**src/hw/rtl/soa_pkg.sv**
```systemverilog
// Shared types and constants of the slab object allocator.
package soa_pkg;

  localparam int ADDR_W     = 16;
  localparam int SIZE_W     = 12;
  localparam int SPS_W      = 11;
  localparam int MODE_W     = 2;
  localparam int STATUS_W   = 2;
  localparam int RCOUNT_W   = 5;
  localparam int DIVISOR_W  = 17;
  localparam int CFG_IDX_W  = 1;
  localparam int CFG_DATA_W = 12;

  localparam logic [MODE_W-1:0] MODE_ALLOC  = 2'd0;
  localparam logic [MODE_W-1:0] MODE_FREE   = 2'd1;
  localparam logic [MODE_W-1:0] MODE_SHRINK = 2'd2;

  localparam logic [STATUS_W-1:0] ST_OK      = 2'd0;
  localparam logic [STATUS_W-1:0] ST_NOSLAB  = 2'd1;
  localparam logic [STATUS_W-1:0] ST_BADADDR = 2'd2;

  localparam logic [CFG_IDX_W-1:0] REG_OBJECT_SIZE    = 1'd0;
  localparam logic [CFG_IDX_W-1:0] REG_SLOTS_PER_SLAB = 1'd1;

  localparam logic [SIZE_W-1:0] OBJECT_SIZE_RST    = 12'd16;
  localparam logic [SPS_W-1:0]  SLOTS_PER_SLAB_RST = 11'd227;

  localparam logic [RCOUNT_W-1:0] RCOUNT_MAX = 5'd31;

  typedef enum logic [1:0] {
    CLS_UNUSED  = 2'd0,
    CLS_FREE    = 2'd1,
    CLS_PARTIAL = 2'd2,
    CLS_FULL    = 2'd3
  } cls_t;

  typedef enum logic [1:0] {
    OP_ALLOC  = 2'd0,
    OP_FREE   = 2'd1,
    OP_SHRINK = 2'd2,
    OP_NONE   = 2'd3
  } op_t;

  typedef struct packed {
    op_t               op;
    logic [ADDR_W-1:0] addr;
  } q_item_t;

endpackage

```
**src/hw/rtl/soa_front.sv**
```systemverilog
// Request intake: classifies each item and holds it in a two-entry queue.
module soa_front (
  input  logic                         clk,
  input  logic                         rst,
  input  logic                         in_valid,
  output logic                         in_stall,
  input  logic [soa_pkg::MODE_W-1:0]   mode,
  input  logic [soa_pkg::ADDR_W-1:0]   object_address,
  output logic                         q_valid,
  output soa_pkg::q_item_t             q_item,
  input  logic                         q_pop
);
  import soa_pkg::*;

  q_item_t    entries [2];
  logic       wp;
  logic       rp;
  logic [1:0] fill;
  logic       push;
  op_t        op_dec;

  always_comb begin
    unique case (mode)
      MODE_ALLOC:  op_dec = OP_ALLOC;
      MODE_FREE:   op_dec = OP_FREE;
      MODE_SHRINK: op_dec = OP_SHRINK;
      default:     op_dec = OP_NONE;
    endcase
  end

  assign in_stall = (fill == 2'd2);
  assign push     = in_valid && !in_stall;
  assign q_valid  = (fill != 2'd0);
  assign q_item   = entries[rp];

  always_ff @(posedge clk) begin
    if (push) begin
      entries[wp].op   <= op_dec;
      entries[wp].addr <= object_address;
    end
  end

  always_ff @(posedge clk) begin
    if (rst) begin
      wp   <= 1'b0;
      rp   <= 1'b0;
      fill <= 2'd0;
    end else begin
      if (push) wp <= ~wp;
      if (q_pop) rp <= ~rp;
      if (push && !q_pop) fill <= fill + 2'd1;
      else if (q_pop && !push) fill <= fill - 2'd1;
    end
  end

endmodule

```
**config.mk**
```make
export PLATFORM = sky130hd
export DESIGN_NAME = soa_front
export DESIGN_NICKNAME = d
export VERILOG_FILES = /design/src/hw/rtl/soa_pkg.sv /design/src/hw/rtl/soa_front.sv
export SDC_FILE = /design/constraint.sdc
export NUM_CORES = 1
export LEC_CHECK = 0
export BUFFER_PORTS_ARGS = -buffer_cell sky130_fd_sc_hd__buf_2
export CORE_MARGIN = 1.5
export CORE_UTILIZATION = 50
export DETAILED_ROUTE_END_ITERATION = 8
export PLACE_DENSITY = 0.86
export SYNTH_ARGS = -nofsm -noshare
export SYNTH_HDL_FRONTEND = slang
export SYNTH_SLANG_ARGS = --single-unit
```
**constraint.sdc**
```tcl
create_clock -name clk -period 2.7 [get_ports clk]
set_input_delay 0.135 -clock clk [delete_from_list [all_inputs] [get_ports clk]]
set_output_delay 0.135 -clock clk [all_outputs]
set_load 0.02 [all_outputs]
```
==> results of run 1 <==
[cells by family after synthesis]
group                    after synthesis
XOR/XNOR                               3
AND/OR/NAND/NOR                        9
multiplexers                          18
flip-flops                            41
buffers and inverters                  7
AO/OA/AOI/OAI                          4
adder cells (fa/ha/maj)                1
[how the worst max path moves through the flow]
stage	start	to	cells past startpoint	slack (ns)
after global placement	fill[1]$_SDFFE_PP0P_	entries[0][6]$_DFFE_PP_	3	1.03
after global routing	register	q_item[2]	2	0.68
after detailed placement	fill[1]$_SDFFE_PP0P_	entries[0][15]$_DFFE_PP_	3	0.96
after floorplan	fill[1]$_SDFFE_PP0P_	entries[0][0]$_DFFE_PP_	3	1.12
final	register	q_item[2]	2	0.81
after CTS	register	q_item[2]	2	0.78
[state kept, by name, indices dropped and copies added, names as in the netlist, named ones only]
name,flops
fill,2
rp,1
entries,36
wp,1
[area by class of cell]
type | count | area (um2) | share of cell area
flip-flops and latches | 41 | 1180 | 0.597
clock buffers | 7 | 45.0 | 0.0228
clock inverters | 1 | 5.00 | 0.00253
inverters | 3 | 11.3 | 0.00570
well taps | 31 | 38.8 | 0.0196
repair buffers | 59 | 385 | 0.195
multi-input cells | 35 | 310 | 0.157
[where the power goes]
part | total (mW) | internal [mW] | switching, mW
Sequential | 0.795 | 0.766 | 0.0295
Clock | 0.277 | 0.102 | 0.176
Combinational | 0.275 | 0.121 | 0.154
Total | 1.35 | 0.988 | 0.359
[synth_stat cells]
| cell | n | share of area |
|---|---|---|
| a21oi_1 | 2 | 0.0066 |
| and2_1 | 1 | 0.0041 |
| buf_2 | 1 | 0.0033 |
| buf_4 | 1 | 0.0049 |
| clkbuf_1 | 2 | 0.0049 |
| dfxtp_1 | 5 | 0.066 |
| edfxtp_1 | 36 | 0.71 |
| ha_1 | 1 | 0.0082 |
| inv_1 | 3 | 0.0074 |
| mux2_2 | 18 | 0.13 |
| nor2_1 | 4 | 0.0099 |
| nor2b_2 | 1 | 0.0058 |
| o21ai_0 | 2 | 0.0066 |
| or2_2 | 1 | 0.0041 |
| or3_1 | 2 | 0.0082 |
| xnor2_1 | 1 | 0.0058 |
| xor2_1 | 2 | 0.012 |
[critical path, cell delays in order, from the launching register on]
cell,delay (ns)
dfxtp_1,0.84
mux2_2,0.43
buf_2,0.16
[layout by cell type, fill, tap and decap left out, types with 3 or more instances in the layout]
cell type / netlist / layout
buf_2: 1 / 41
clkbuf_4: 0 / 5
dfxtp_1: 5 / 5
dlygate4sd3_1: 0 / 18
edfxtp_1: 36 / 36
inv_1: 3 / 3
mux2_2: 18 / 18
nor2_1: 4 / 4
[layer usage]
layer,up-vias,global-route usage,wire length [um]
met3,8,0.0491,128
met5,-,0,0
li1,432,-,-
met2,34,0.292,1310
met4,0,0.0997,80
met1,429,0.170,1000
[stage by stage]
stage	utilization	instance area, um2	worst slack (ns)	hold slack, ns	total power [mW]
after global placement	0.617	1750	1.03	0.325	1.05
after CTS	0.699	1980	0.777	0.0130	1.36
after detailed placement	0.617	1750	0.956	0.329	1.07
after floorplan	-	1520	1.12	0.204	0.979
final	0.699	1980	0.810	0.0199	1.35
after global routing	0.699	1980	0.684	0.0124	1.41
[repair_timing]
item                      4_1_cts  5_1_grt
hold buffers                   18        0
setup buffers                   0        0
hold endpoints to repair       36        0
==> reports/metrics.cfg, run 1 <==
[status]
status=complete, but fails checks
violations=design-rule violations

[finish]
final_nets=168
drive_gt1_frac=0.459
antennaDiodeCount=0
finalNonFillerCells=177
fill_cells=202
area_delta_synth_final_pct=29.8

[routing]
drtPass1Iterations=6
totalWireLength_mm=2.52
routedWlPerCell_um=14.2
drc=4
drt_iter0_drc=22
drtAntennaViolNets=0
vias=903
vias_per_cell=5.10

[logic_synthesis]
syn_area_um2=1520
syn_inst=83
yosys_warnings=0
synthSimpleGateAreaFrac=0.0320
ys_types=17
synth_xor_area_frac=0.0173
synth_compound_area_frac=0.0131
synth_top_family_by_area=multiplexers
ys_seq_elements=41
syn_area_per_cell_um2=18.3
synthMuxAreaShare=0.133
yosysSeqAreaShare=0.776
yosys.area_share.adder=0.00822
syn-num-nets=106

[die]
dieArea_um2=3390
die_w_um=58.2
start_util=0.538
design.core.area_um2=2830
std_cell_rows=19
io_pins=42
die-height_um=58.2

[cts]
insertion_delay_ns=0.33
clk_pin_slew_ns=0.10
root_buffer=clkbuf_4
clock_path_buffers=2
htree_levels=2
cts.sinks=41
cts_buffers=5
ctsResizeCount=0
cts_tree=done

[critical_path]
path_class=register to output pin
critPathMaxFanout=18
reg2reg_slack_ns=0.96
r2r_end=entries[0][14]$_DFFE_PP_
critPathRequiredTime_ns=2.57
ff2ff_path_depth=3
cp-start-kind=register
end_kind=output pin
critPathArrivalTime_ns=1.75
r2r_start=fill[1]$_SDFFE_PP0P_

[timing]
post-route-period-util=0.700
rsz0062_at_grt=false
period_minus_slack_ns=1.89
slew_violations=0
clock_skew_ns=0.0133
fmax_mhz=529
max-slew-margin-rel=0.454
worstMarginPinSlew_ns=0.819
finalHoldViolations=0
fin_setup_tns_ns=0
finalSetupViolations=0

[global_routing]
grt_start_max_net_pins=19
grt_pass1_wl_mm=3.99
track_usage=0.165
grt_pass1_vias=953
antenna_found_initial=0
grt-ovfl-total=0

[pwr]
powerDensity_nw_per_um2=681
power_leakage_nw=0.778
ir_drop_mv=0.567

[min_path]
hold_end=wp$_SDFFE_PP0N_
min-delay-start=rst
min_path_cells=2
holdCritPathClass=input port to register

[placement]
place.gp.congestion=0.648
port_buffers=41
dp_hpwl_mm=1.66
placed_cells=151

[run]
cap_violations=0

Note: power is estimated with default switching activity, not from simulation.
==> run 2, diff against run 1 <==
==> constraint.sdc (replaced) <==
create_clock -name clk -period 1.9 [get_ports clk]
set_input_delay 0.095 -clock clk [delete_from_list [all_inputs] [get_ports clk]]
set_output_delay 0.095 -clock clk [all_outputs]
set_load 0.02 [all_outputs]
==> reports/metrics.cfg, run 2 (synthesized netlist as in run 1, its figures left out) <==
[cts]
clk_pin_slew_ns=0.11  ; was 0.10 ns
cts_setup_buffers=0  ; unchanged
clock_path_buffers=2  ; unchanged
insertion_delay_ns=0.33  ; about the same
cts.sinks=41  ; unchanged
cts_tree=done  ; unchanged
cts_buffers=5  ; unchanged
htree_levels=2  ; unchanged
root_buffer=clkbuf_4  ; unchanged

[finish]
largest_reg_flops=36  ; unchanged
antennaDiodeCount=0  ; unchanged
area_delta_synth_final_pct=33.9  ; was 29.8%
fill_cells=181  ; was 202
final_util=0.720  ; was 0.699
final_nets=173  ; was 168
fin_area_um2=2040  ; was 1980 um2
reg_top3=entries: 36 flops, fill: 2 flops  ; unchanged
regMostFlops=entries  ; unchanged
mostFrequentLayoutCells=buf_2, edfxtp_1, dlygate4sd3_1  ; was buf_2, edfxtp_1, mux2_2, dlygate4sd3_1
drive_gt1_frac=0.477  ; was 0.459
final_common_cell=buf_2  ; unchanged

[routing]
routedWlPerCell_um=14.3  ; was 14.2 um
vias_per_cell=4.88  ; was 5.10
drt_iter0_drc=36  ; was 22
drtPass1Iterations=6  ; unchanged
drc=4  ; unchanged
totalWireLength_mm=2.60  ; was 2.52 mm
drtAntennaViolNets=0  ; unchanged
vias=888  ; was 903

[global_routing]
grt_pass1_wl_mm=3.85  ; was 3.99 mm
grt_pass1_vias=864  ; was 953
antenna_found_initial=0  ; unchanged
grt-ovfl-total=0  ; unchanged
grt_start_max_net_pins=19  ; unchanged
track_usage=0.165  ; about the same

[timing]
setup_slack_ns=0.356  ; was 0.810 ns
period_minus_slack_ns=1.54
worstMarginPinSlew_ns=0.240  ; was 0.819 ns
finalSetupViolations=0  ; unchanged
fin_setup_tns_ns=0  ; unchanged
clock_skew_ns=0.00942  ; was 0.0133 ns
max-slew-margin-rel=0.840  ; was 0.454
rsz0062_at_grt=false  ; unchanged
finalHoldViolations=0  ; unchanged
slew_violations=0  ; unchanged
whs_ns=0.0314  ; was 0.0199 ns
post-route-period-util=0.813
fmax_mhz=648

[die]
design.core.area_um2=2830  ; unchanged
std_cell_rows=19  ; unchanged
start_util=0.538  ; unchanged
die-height_um=58.2  ; unchanged
io_pins=42  ; unchanged
die_w_um=58.2  ; unchanged
dieArea_um2=3390  ; unchanged

[critical_path]
cp-start-kind=register  ; unchanged
r2r_end=fill[1]$_SDFFE_PP0P_  ; was entries[0][14]$_DFFE_PP_
reg2reg_slack_ns=0.36  ; was 0.96 ns
critPathRequiredTime_ns=2.18  ; was 2.57 ns
path_class=register to register  ; was register to output pin
ff2ff_path_depth=5  ; was 3
critPathMaxFanout=4  ; was 18
r2r_start=fill[1]$_SDFFE_PP0P_  ; unchanged
critPathArrivalTime_ns=1.82  ; was 1.75 ns
end_kind=register  ; was output pin

[min_path]
holdCritPathClass=input port to register  ; unchanged
min-delay-start=q_pop  ; was rst
min_path_cells=3  ; was 2
hold_end=rp$_SDFFE_PP0P_  ; was wp$_SDFFE_PP0N_

[pwr]
powerDensity_nw_per_um2=987  ; was 681 nW/um2
power_leakage_nw=0.814  ; was 0.778 nW
ir_drop_mv=0.599  ; was 0.567 mV

[status]
violations=design-rule violations  ; unchanged
status=complete, but fails checks  ; unchanged

[placement]
dp_hpwl_mm=1.71  ; was 1.66 mm
dp_slack_ns=0.390  ; was 0.956 ns
port_buffers=41  ; unchanged
place.gp.congestion=0.633  ; was 0.648
place_area_um2=1780  ; was 1750 um2

[run]
cap_violations=0  ; unchanged

[run 2: cell count changes in the layout (fill, tap and decap cells not counted), sizes merged]
| cell | previous run | this run |
|---|---|---|
| dlygate4sd3 | 18 | 19 |
| buf | 41 | 45 |
[run 2: area by class of cell]
type	count	area [um2]	share of cell area
flip-flops and latches	41	1180	0.579
repair buffers	64	425	0.209
multi-input cells	35	310	0.152
clock buffers	7	66.3	0.0325
well taps	31	38.8	0.0190
inverters	3	11.3	0.00552
clock inverters	1	5.00	0.00246
[run 2: worst max-delay path, cell delays in order, from the launching register on]
cell and delay, ns:
dfxtp_1 0.37, nor2b_2 0.21, nor2_1 0.08, ha_1 0.32, or3_1 0.36, a21oi_1 0.15
[run 2: where the power goes]
group	internal (mW)	switching (mW)
combinational	0.186	0.233
sequential	1.09	0.0318
clock	0.223	0.252
[run 2: per-layer routing]
metal,share of wire,wire length [um],vias to the layer above,track usage
met5,0,0,-,0
met4,0.013,34,0,0.0598
met3,0.061,159,6,0.0714
met2,0.52,1350,30,0.284
met1,0.41,1050,411,0.180
li1,-,-,441,-
[run 2: how the worst max path moves through the flow]
stage	cells after the start	slack, ns	end	startpoint
global route	5	0.28	fill[1]$_SDFFE_PP0P_	fill[1]$_SDFFE_PP0P_
CTS	5	0.36	fill[1]$_SDFFE_PP0P_	fill[1]$_SDFFE_PP0P_
detailed placement	5	0.39	fill[1]$_SDFFE_PP0P_	fill[1]$_SDFFE_PP0P_
global placement	4	0.50	entries[0][15]$_DFFE_PP_	fill[1]$_SDFFE_PP0P_
floorplan	3	0.32	entries[0][0]$_DFFE_PP_	fill[1]$_SDFFE_PP0P_
finish	5	0.36	fill[1]$_SDFFE_PP0P_	fill[1]$_SDFFE_PP0P_
[run 2: timing repair]
| action | 4_1_cts | 5_1_grt |
|---|---|---|
| hold buffers | 19 | 0 |
| hold endpoints to repair | 41 | 0 |
| gates resized for setup | 0 | 0 |
[run 2: through the flow]
stage	power [mW]	std cells
finish	2.01	182
global route	2.11	182
CTS	2.03	182
detailed placement	1.53	155
global placement	1.51	155
floorplan	1.39	83
==> run 3, diff against run 2 <==
--- a/config.mk
+++ b/config.mk
@@ -7,9 +7,9 @@
 export LEC_CHECK = 0
 export BUFFER_PORTS_ARGS = -buffer_cell sky130_fd_sc_hd__buf_2
 export CORE_MARGIN = 1.5
-export CORE_UTILIZATION = 50
+export CORE_UTILIZATION = 45
 export DETAILED_ROUTE_END_ITERATION = 8
-export PLACE_DENSITY = 0.86
+export PLACE_DENSITY = 0.82
 export SYNTH_ARGS = -nofsm -noshare
 export SYNTH_HDL_FRONTEND = slang
 export SYNTH_SLANG_ARGS = --single-unit
==> constraint.sdc (replaced) <==
create_clock -name clk -period 1.3 [get_ports clk]
set_input_delay 0.065 -clock clk [delete_from_list [all_inputs] [get_ports clk]]
set_output_delay 0.065 -clock clk [all_outputs]
set_load 0.02 [all_outputs]
==> reports/metrics.cfg, run 3 (synthesized netlist as in run 1, its figures left out) <==
[status]
status=complete, but fails checks  ; unchanged
violations=negative setup slack  ; was design-rule violations

[critical_path]
cp.buffers_inverters=2  ; was 0
path_cells=clkbuf_16 -> mux2_4 -> buf_6  ; was nor2b_2 -> nor2_1 -> ha_1 -> or3_1 -> a21oi_1
critical_path.endpoint=q_item[7]  ; was fill[1]$_SDFFE_PP0P_
critPathArrivalTime_ns=1.35  ; was 1.82 ns
cp_top_family=flip-flops  ; was simple AND/OR/NAND/NOR gates
cp-start-kind=register  ; unchanged
ff2ff_path_depth=6  ; was 5
path_class=register to output pin  ; was register to register
cp_slowest_stage_delay_ns=0.41  ; was 0.37 ns
reg2reg_slack_ns=-0.08  ; was 0.36 ns
critPathRequiredTime_ns=1.24  ; was 2.18 ns
critPathSlowestCell=dfxtp_4  ; was dfxtp_1
critPathMaxFanout=5  ; was 4
r2r_end=fill[1]$_SDFFE_PP0P_  ; unchanged
path_depth=3  ; was 5
end_kind=output pin  ; was register
r2r_start=fill[1]$_SDFFE_PP0P_  ; unchanged

[finish]
reg_top3=entries: 36 flops, fill: 2 flops  ; unchanged
regMostFlops=entries  ; unchanged
mostFrequentLayoutCells=edfxtp_1, buf_6, buf_2  ; was buf_2, edfxtp_1, dlygate4sd3_1
antennaDiodeCount=0  ; unchanged
fill_cells=184  ; was 181
layout.area.seq_um2=1190  ; was 1180 um2
final_common_cell=edfxtp_1  ; was buf_2
area_delta_synth_final_pct=58.3  ; was 33.9%
largest_reg_flops=36  ; unchanged
drive_gt1_frac=0.544  ; was 0.477
final_nets=180  ; was 173
multi_input_area_um2=412  ; was 310 um2

[die]
design.core.area_um2=3130  ; was 2830 um2
std_cell_rows=20  ; was 19
dieArea_um2=3740  ; was 3390 um2
io_pins=42  ; unchanged
start_util=0.487  ; was 0.538
die-height_um=61.2  ; was 58.2 um
die_w_um=61.2  ; was 58.2 um

[cts]
insertion_delay_ns=0.34  ; was 0.33 ns
root_buffer=clkbuf_4  ; unchanged
htree_levels=2  ; unchanged
cts.sinks=41  ; unchanged
clk_pin_slew_ns=0.11  ; about the same
cts_tree=done  ; unchanged
cts_buffers=5  ; unchanged
clock_path_buffers=2  ; unchanged

[global_routing]
antenna_found_initial=0  ; unchanged
grt_pass1_wl_mm=4.11  ; was 3.85 mm
grt-ovfl-total=0  ; unchanged
track_usage=0.161  ; was 0.165
grt_pass1_vias=952  ; was 864
grt_start_max_net_pins=19  ; unchanged

[routing]
vias=985  ; was 888
drtPass1Iterations=5  ; was 6
drtAntennaViolNets=0  ; unchanged
drt_iter0_drc=41  ; was 36
vias_per_cell=4.88  ; about the same
totalWireLength_mm=3.32  ; was 2.60 mm
routedWlPerCell_um=16.4  ; was 14.3 um
drc=0  ; was 4

[timing]
finalSetupViolations=37  ; was 0
max-slew-margin-rel=0.859  ; was 0.840
worstMarginPinSlew_ns=0.211  ; was 0.240 ns
whs_ns=0.0136  ; was 0.0314 ns
post-route-period-util=1.09
slew_violations=0  ; unchanged
rsz0062_at_grt=true  ; was false
period_minus_slack_ns=1.42
fin_setup_tns_ns=-2.72  ; was 0 ns
finalHoldViolations=0  ; unchanged
clock_skew_ns=0.0119  ; was 0.00942 ns
setup_slack_ns=-0.117  ; was 0.356 ns
fmax_mhz=706

[pwr]
fin_total_pwr_mw=3.23  ; was 2.01 mW
power_leakage_nw=0.974  ; was 0.814 nW
powerDensity_nw_per_um2=1340  ; was 987 nW/um2
ir_drop_mv=0.849  ; was 0.599 mV

[min_path]
holdCritPathClass=input port to register  ; unchanged

[run]
cap_violations=0  ; unchanged

[placement]
dp_slack_ns=-0.103  ; was 0.390 ns
place.gp.congestion=0.638  ; was 0.633
dp_hpwl_mm=1.80  ; was 1.71 mm
port_buffers=41  ; unchanged

## run 3: cell count changes in the layout (fill, tap and decap cells not counted), sizes merged
cell,previous run,this run
buf,45,50
clkinv,1,3
clkinvlp,0,1
inv,3,2
## run 3: worst min-delay path by stage
stage / from / endpoint / slack [ns] / cells past startpoint
final: q_pop / rp$_SDFFE_PP0P_ / 0.01 / 3
after global routing: q_pop / register / 0.03 / 3
after CTS: q_pop / rp$_SDFFE_PP0P_ / 0.006 / 3
after detailed placement: object_address[14] / entries[0][14]$_DFFE_PP_ / 0.26 / 1
after global placement: object_address[11] / entries[1][11]$_DFFE_PP_ / 0.26 / 1
after floorplan: rst / fill[1]$_SDFFE_PP0P_ / 0.13 / 1
## run 3: repair_timing
action,4_1_cts,5_1_grt
hold buffers,19,0
pin swaps,2,0
endpoints found under the hold margin,41,0
gates cloned,0,3
setup buffers,1,0
endpoints found under the setup margin,39,39
resized for setup,11,57
## run 3: metal layers
layer / global-route usage / share of wire / vias up
met5: 0 / 0 / -
met4: 0.0652 / 0.017 / 0
met3: 0.0588 / 0.062 / 5
met2: 0.307 / 0.54 / 50
met1: 0.154 / 0.38 / 473
li1: - / - / 457
## run 3: final cells by class
cell class	instances	area share
Sequential cell	41	0.493
Timing Repair Buffer	71	0.287
Multi-Input combinational cell	35	0.171
Tap cell	44	0.0228
Clock buffer	5	0.0156
Inverter	3	0.00623
Clock inverter	3	0.00519
## run 3: worst reg2reg max path: cells and delay by family, from the launching register on
| kind | cells | cell delay (ns) |
|---|---|---|
| xor gates and xnor gates | 1 | 0.14 |
| and+or+nand+nor | 3 | 0.57 |
| DFF | 1 | 0.34 |
| AOI/OAI and AO/OA | 1 | 0.12 |
| adders and majority gates | 1 | 0.16 |
## run 3: through the flow
step                cell area (um2)  std cells  utilization
finish                         2410        202        0.770
global route                   2410        202        0.770
CTS                            2170        200        0.692
detailed placement             1880        172        0.600
global placement               1880        172        0.600
floorplan                      1540         83            -
## run 3: power breakdown
group	internal, mW	total (mW)	switching, mW
clock network	0.196	0.572	0.376
registers	1.59	1.65	0.0577
logic	0.579	1.01	0.431
total	2.37	3.23	0.865
